### src/sv/hcj_pkg.sv
// Shared types and constants of the HSV color jitter core.
package hcj_pkg;

   // Register indexes of the configuration port
   localparam int CsrIdxW = 2;
   localparam int CsrDataW = 16;
   typedef enum logic [CsrIdxW-1:0] {
      REG_HUE_SHIFT = 2'd0,
      REG_SAT_GAIN  = 2'd1,
      REG_EXP_GAIN  = 2'd2
   } reg_index_type;

   localparam int HueShiftW = 14;
   localparam int GainW = 16;

   // Divider: remainder/divisor width and quotient bits (Q.16 fraction)
   localparam int DivDenW = 11;
   localparam int QuotW = 16;
   localparam int DivStages = 4;

   // Saturation in Q.16, up to and including 1.0
   localparam int SatW = 17;
   localparam logic [SatW-1:0] SatOne = 17'h10000;

   // Accept to result strobe, in clock cycles
   localparam int Latency = 10;

   // Analysis side band, travels beside the divider
   typedef struct packed {
      logic       vld;
      logic       frame_end;
      logic [7:0] mx;
      logic       mx_zero;
      logic       d_zero;
      logic       d_full;
   } side_type;

   // HSV word handed from analysis to synthesis
   typedef struct packed {
      logic            vld;
      logic            frame_end;
      logic [7:0]      mx;
      logic [SatW-1:0] sat;
      logic [QuotW-1:0] hue;
   } hsv_type;

endpackage

### src/sv/hcj_divider.sv
// Pipelined restoring divider: floor(num * 2^16 / den), num below den.
module hcj_divider #(
   parameter int DEN_W = hcj_pkg::DivDenW
) (
   input  logic                      clock,
   input  logic [DEN_W-1:0]          num,
   input  logic [DEN_W-1:0]          den,
   output logic [hcj_pkg::QuotW-1:0] quot
);

   localparam int Stages = hcj_pkg::DivStages;
   localparam int QW = hcj_pkg::QuotW;
   localparam int BitsPer = QW / Stages;

   logic [DEN_W-1:0] rem_ff  [Stages];
   logic [DEN_W-1:0] den_ff  [Stages];
   logic [QW-1:0]    quot_ff [Stages];
   logic [DEN_W-1:0] rem_in  [Stages];
   logic [DEN_W-1:0] den_in  [Stages];
   logic [QW-1:0]    quot_in [Stages];

   // A few quotient bits per stage
   always_comb begin
      logic [DEN_W-1:0] r;
      logic [DEN_W-1:0] dv;
      logic [QW-1:0]    q;
      logic [DEN_W:0]   trial;
      logic             ge;
      for (int s = 0; s < Stages; s++) begin
         if (s == 0) begin
            r  = num;
            dv = den;
            q  = '0;
         end else begin
            r  = rem_ff[s-1];
            dv = den_ff[s-1];
            q  = quot_ff[s-1];
         end
         for (int i = 0; i < BitsPer; i++) begin
            trial = {r, 1'b0};
            ge    = (trial >= {1'b0, dv});
            if (ge) begin
               trial = trial - {1'b0, dv};
            end
            q = {q[QW-2:0], ge};
            r = trial[DEN_W-1:0];
         end
         rem_in[s]  = r;
         den_in[s]  = dv;
         quot_in[s] = q;
      end
   end

   always_ff @(posedge clock) begin
      for (int s = 0; s < Stages; s++) begin
         rem_ff[s]  <= rem_in[s];
         den_ff[s]  <= den_in[s];
         quot_ff[s] <= quot_in[s];
      end
   end

   assign quot = quot_ff[Stages-1];

endmodule

### src/sv/hcj_analyze.sv
// RGB to HSV front end: max/min, hue numerator, two pipelined dividers.
module hcj_analyze (
   input  logic                clock,
   input  logic                reset,
   input  logic                in_vld,
   input  logic [7:0]          red,
   input  logic [7:0]          green,
   input  logic [7:0]          blue,
   input  logic                frame_end,
   output hcj_pkg::hsv_type    hsv
);

   localparam int DW = hcj_pkg::DivDenW;
   localparam int Stages = hcj_pkg::DivStages;

   hcj_pkg::side_type side_in;
   hcj_pkg::side_type side_ff;
   hcj_pkg::side_type side_dly_ff [Stages];
   logic [DW-1:0] sat_num_in, sat_den_in, hue_num_in, hue_den_in;
   logic [DW-1:0] sat_num_ff, sat_den_ff, hue_num_ff, hue_den_ff;
   logic [hcj_pkg::QuotW-1:0] sat_q, hue_q;

   // Max, min, spread and hue numerator of one pixel
   always_comb begin
      logic [7:0]         mx, mn, d;
      logic [DW-1:0]      d6;
      logic signed [11:0] n;
      mx = red;
      mn = red;
      if (green > mx) mx = green;
      if (blue > mx) mx = blue;
      if (green < mn) mn = green;
      if (blue < mn) mn = blue;
      d  = mx - mn;
      d6 = {1'b0, d, 2'b00} + {2'b00, d, 1'b0};
      if (red == mx) begin
         n = $signed({4'b0, green}) - $signed({4'b0, blue});
      end else if (green == mx) begin
         n = $signed({3'b0, d, 1'b0}) + $signed({4'b0, blue}) - $signed({4'b0, red});
      end else begin
         n = $signed({2'b0, d, 2'b0}) + $signed({4'b0, red}) - $signed({4'b0, green});
      end
      if (n < 0) begin
         n = n + $signed({1'b0, d6});
      end
      sat_num_in = {3'b0, d};
      sat_den_in = {3'b0, mx};
      hue_num_in = n[DW-1:0];
      hue_den_in = d6;
      side_in.vld       = in_vld;
      side_in.frame_end = frame_end;
      side_in.mx        = mx;
      side_in.mx_zero   = (mx == 8'd0);
      side_in.d_zero    = (d == 8'd0);
      side_in.d_full    = (d == mx) && (mx != 8'd0);
   end

   always_ff @(posedge clock) begin
      sat_num_ff <= sat_num_in;
      sat_den_ff <= sat_den_in;
      hue_num_ff <= hue_num_in;
      hue_den_ff <= hue_den_in;
      if (reset) begin
         side_ff.vld <= 1'b0;
      end else begin
         side_ff <= side_in;
      end
   end

   hcj_divider #(.DEN_W(DW)) u_sat_div (
      .clock (clock),
      .num   (sat_num_ff),
      .den   (sat_den_ff),
      .quot  (sat_q)
   );

   hcj_divider #(.DEN_W(DW)) u_hue_div (
      .clock (clock),
      .num   (hue_num_ff),
      .den   (hue_den_ff),
      .quot  (hue_q)
   );

   // Side band follows the divider stages
   always_ff @(posedge clock) begin
      if (reset) begin
         for (int s = 0; s < Stages; s++) begin
            side_dly_ff[s].vld <= 1'b0;
         end
      end else begin
         side_dly_ff[0] <= side_ff;
         for (int s = 1; s < Stages; s++) begin
            side_dly_ff[s] <= side_dly_ff[s-1];
         end
      end
   end

   // Black pixels and full saturation bypass the saturation quotient; black and gray pixels bypass the hue quotient
   always_comb begin
      hsv.vld       = side_dly_ff[Stages-1].vld;
      hsv.frame_end = side_dly_ff[Stages-1].frame_end;
      hsv.mx        = side_dly_ff[Stages-1].mx;
      if (side_dly_ff[Stages-1].mx_zero) begin
         hsv.sat = '0;
      end else if (side_dly_ff[Stages-1].d_full) begin
         hsv.sat = hcj_pkg::SatOne;
      end else begin
         hsv.sat = {1'b0, sat_q};
      end
      hsv.hue = side_dly_ff[Stages-1].d_zero ? '0 : hue_q;
   end

endmodule

### config.mk
export PLATFORM = sky130hd
export DESIGN_NAME = hcj_analyze
export DESIGN_NICKNAME = d
export VERILOG_FILES = /design/src/sv/hcj_pkg.sv /design/src/sv/hcj_divider.sv /design/src/sv/hcj_analyze.sv
export SDC_FILE = /design/constraint.sdc
export NUM_CORES = 1
export LEC_CHECK = 0
export BUFFER_PORTS_ARGS = -buffer_cell sky130_fd_sc_hd__buf_2
export CAP_MARGIN = 20
export CORE_MARGIN = 4
export CORE_UTILIZATION = 30
export DETAILED_ROUTE_END_ITERATION = 8
export PLACE_DENSITY = 0.56
export SLEW_MARGIN = 40
export SYNTH_ARGS = -nofsm -noshare
export SYNTH_HDL_FRONTEND = slang
export SYNTH_SLANG_ARGS = --single-unit
### constraint.sdc
create_clock -name clock -period 12.55 [get_ports clock]
set_clock_uncertainty 0.05 [all_clocks]
set_input_delay 2.51 -clock clock [delete_from_list [all_inputs] [get_ports clock]]
set_output_delay 2.51 -clock clock [all_outputs]
set_load 0.01 [all_outputs]
==> run_results.csv <==
group,metric,value,unit
setup_path,crit_slowest_cell,"nor2_1",
die,coreArea,85000,um^2
sta,setup_viol,0,
drt,detail_route.vias_per_cell,4.89,
synthesis,ys_seq_elements,298,
synthesis,synth_cell_types,87,
synthesis,synthFlopType,"dfxtp_1",
synthesis,synth_edf_count,60,
drt,drtIter0Drc,1092,
sta,rsz0062_at_grt,"false",
setup_path,critical_path_class,"primary input to register",
die,design.die.area,90300,um^2
synthesis,synth_top_area_frac,0.186,
sta,fmax,84.5,MHz
drt,drtPass1Iterations,5,
grt,antenna_found_initial,1,
synthesis,yosysMostFrequentCell,"ha_1",
setup_path,cp_common_cell,"a21oi_1",
sta,fin_crit,11.83,ns
setup_path,worstPathMaxFanout,11,
grt,grt_max_degree,61,
synthesis,synth_largest_area_cell,"dfxtp_1",
clock_network,cts_hold_buf,0,
flow_run,cap_violations,0,
grt,grt_usage,0.142,
grt,grt_pass1_wl,106000,um
clock_network,cts-root-buf,"clkbuf_16",
die,io_pins,71,
clock_network,ctsHtreeMaxLevel,2,
die,initial_core_util,0.302,
synthesis,ys_seq_area_frac,0.256,
clock_network,cts_made_buffers,39,
grt,overflow,0,
drt,vias,21167,
final_layout,area_delta_synth_final,12.4,%
status,status,"finished, final reports clean",
setup_path,start_kind,"primary input",
die,die_w,301,um
setup_path,slowest_delay,0.60,ns
setup_path,crit_arrival,12.28,ns
synthesis,syn_inst,3059,
grt,grt_pass1_vias,20634,
placement,post-dp-hpwl,52000,um
sta,period_share,0.942,
clock_network,clock_latency,0.58,ns
sta,tightest_slew,0.763,ns
drt,routedWlPerCell,15.0,um
sta,maxSlewHeadroom,0.484,
sta,hold_viol_final,0,
synthesis,ys_top_cells_by_count,"ha_1, inv_1, nor2_1, dfxtp_1, o21ai_0",
final_layout,drive_gt1_frac,0.104,
sta,fin_tns_setup,0,ns
drt,drt_wl_total,64900,um
synthesis,synth_area_leaders,"dfxtp_1, ha_1, edfxtp_1, xnor2_1, inv_1",
synthesis,synth_fp_nets,3452,
synthesis,yosysWarnings,0,
final_layout,nets,3550,
min_path,hold_class,"register to register",
clock_network,tritoncts,"built",
synthesis,netlist_area,25700,um^2
drt,drc,0,
clock_network,cts_max_path_buffers,3,
placement,numPortBuffers,70,
synthesis,synthArstFlopShare,0,
setup_path,required,13.00,ns
placement,place_congestion,0.858,
sta,drv_slew,0,
die,dieHeight,301,um
drt,antenna_left,0,
clock_network,cts.clk_slew.worst_paths,0.06,ns
die,rows,107,
final_layout,fillers,8907,
synthesis,syn_avg_cell_area,8.39,um^2
clock_network,numClockSinks,298,
setup_path,endpoint_kind,"register",
## worst paths after layout
check / start / end / slack (ns) / cells past startpoint
setup / recovery: red[7] / hue_num_ff[10] / 0.72 / 47
hold / removal: u_sat_div.quot_ff[2][5] / u_sat_div.quot_ff[3][9] / 0.27 / 0
setup reg to reg: u_hue_div.den_ff[0][2] / u_hue_div.rem_ff[1][5] / 1.00 / 55
hold reg to reg: u_sat_div.quot_ff[2][5] / u_sat_div.quot_ff[3][9] / 0.27 / 0
## worst max-delay path: cells and delay by family
kind	cells	cell delay [ns]
AOI/OAI and AO/OA	18	3.59
and+or+nand+nor	12	2.37
adders and majority gates	6	1.85
xor gates and xnor gates	4	0.88
buffers and inverters	6	0.58
muxes	1	0.46
## area by class of cell
class                   count  area (um^2)  area share
inverters                 309         1160      0.0402
clock inverters            19          254     0.00880
diodes                      1         2.50   0.0000867
well taps                1144         1430      0.0496
repair buffers            117          711      0.0246
multi-input cells        2392        17700       0.613
flip-flops and latches    298         6570       0.228
clock buffers              47         1040      0.0359
## sequential cells by signal (all words and copies together), names as in the netlist
| register | flops |
|---|---|
| hue_den_ff | 9 |
| u_sat_div.quot_ff | 40 |
| sat_den_ff | 8 |
| sat_num_ff | 8 |
| u_sat_div.rem_ff | 33 |
| u_hue_div.quot_ff | 40 |
| side_ff | 13 |
| side_dly_ff | 52 |
| u_hue_div.den_ff | 30 |
| u_sat_div.den_ff | 24 |
| hue_num_ff | 11 |
| u_hue_div.rem_ff | 30 |
## per-layer routing
layer  routed length (um)  vias up  track usage
met5                    0        -            0
met2                30000      307        0.243
met1                31300     9723        0.191
met3                 2440       75       0.0172
met4                 1200        0       0.0322
li1                     -    11062            -
## cell usage in the layout, fill, tap and decap left out, drive strengths merged, types with 43 or more instances in the layout
cell	instances
ha	337
inv	311
nor2	254
dfxtp	238
o21ai	223
nand2	192
a21oi	187
xnor2	136
buf	117
mux2	103
a21o	89
nor2b	77
xor2	67
nor3	62
edfxtp	60
o21a	58
nand2b	54
nand3	52
and2	50
a21boi	48
clkbuf	47
o31ai	43
## timing repair
action                                 4_1_cts  5_1_grt
endpoints found under the hold margin        0        0
resized for setup                            0       16
setup endpoints to repair                    0       31
setup buffers                                0        4
## metrics by stage
stage | area, um^2 | worst slack (ns) | instances | utilization | hold WS (ns)
finish | 28900 | 0.722 | 4327 | 0.340 | 0.273
global route | 28900 | 0.000855 | 4326 | 0.340 | 0.277
CTS | 28800 | 0.717 | 4322 | 0.339 | 0.274
detailed placement | 27500 | 0.309 | 4256 | 0.324 | 0.262
global placement | 27500 | 0.438 | 4255 | 0.323 | 0.262
floorplan | 25700 | 1.40 | 3059 | - | 0.260
## cells by family after synthesis
family,Yosys count,synth area share
XOR/XNOR,203,0.0692
AND/OR/NAND/NOR,882,0.170
buffers and inverters,369,0.0561
adder cells (fa/ha/maj),365,0.186
multiplexers,133,0.0573
AO/OA/AOI/OAI,809,0.205
flip-flops,298,0.256
Power is left out: the tool's default activity adds up to more than one toggle a clock period on the data nets, which glitch-free logic cannot reach.
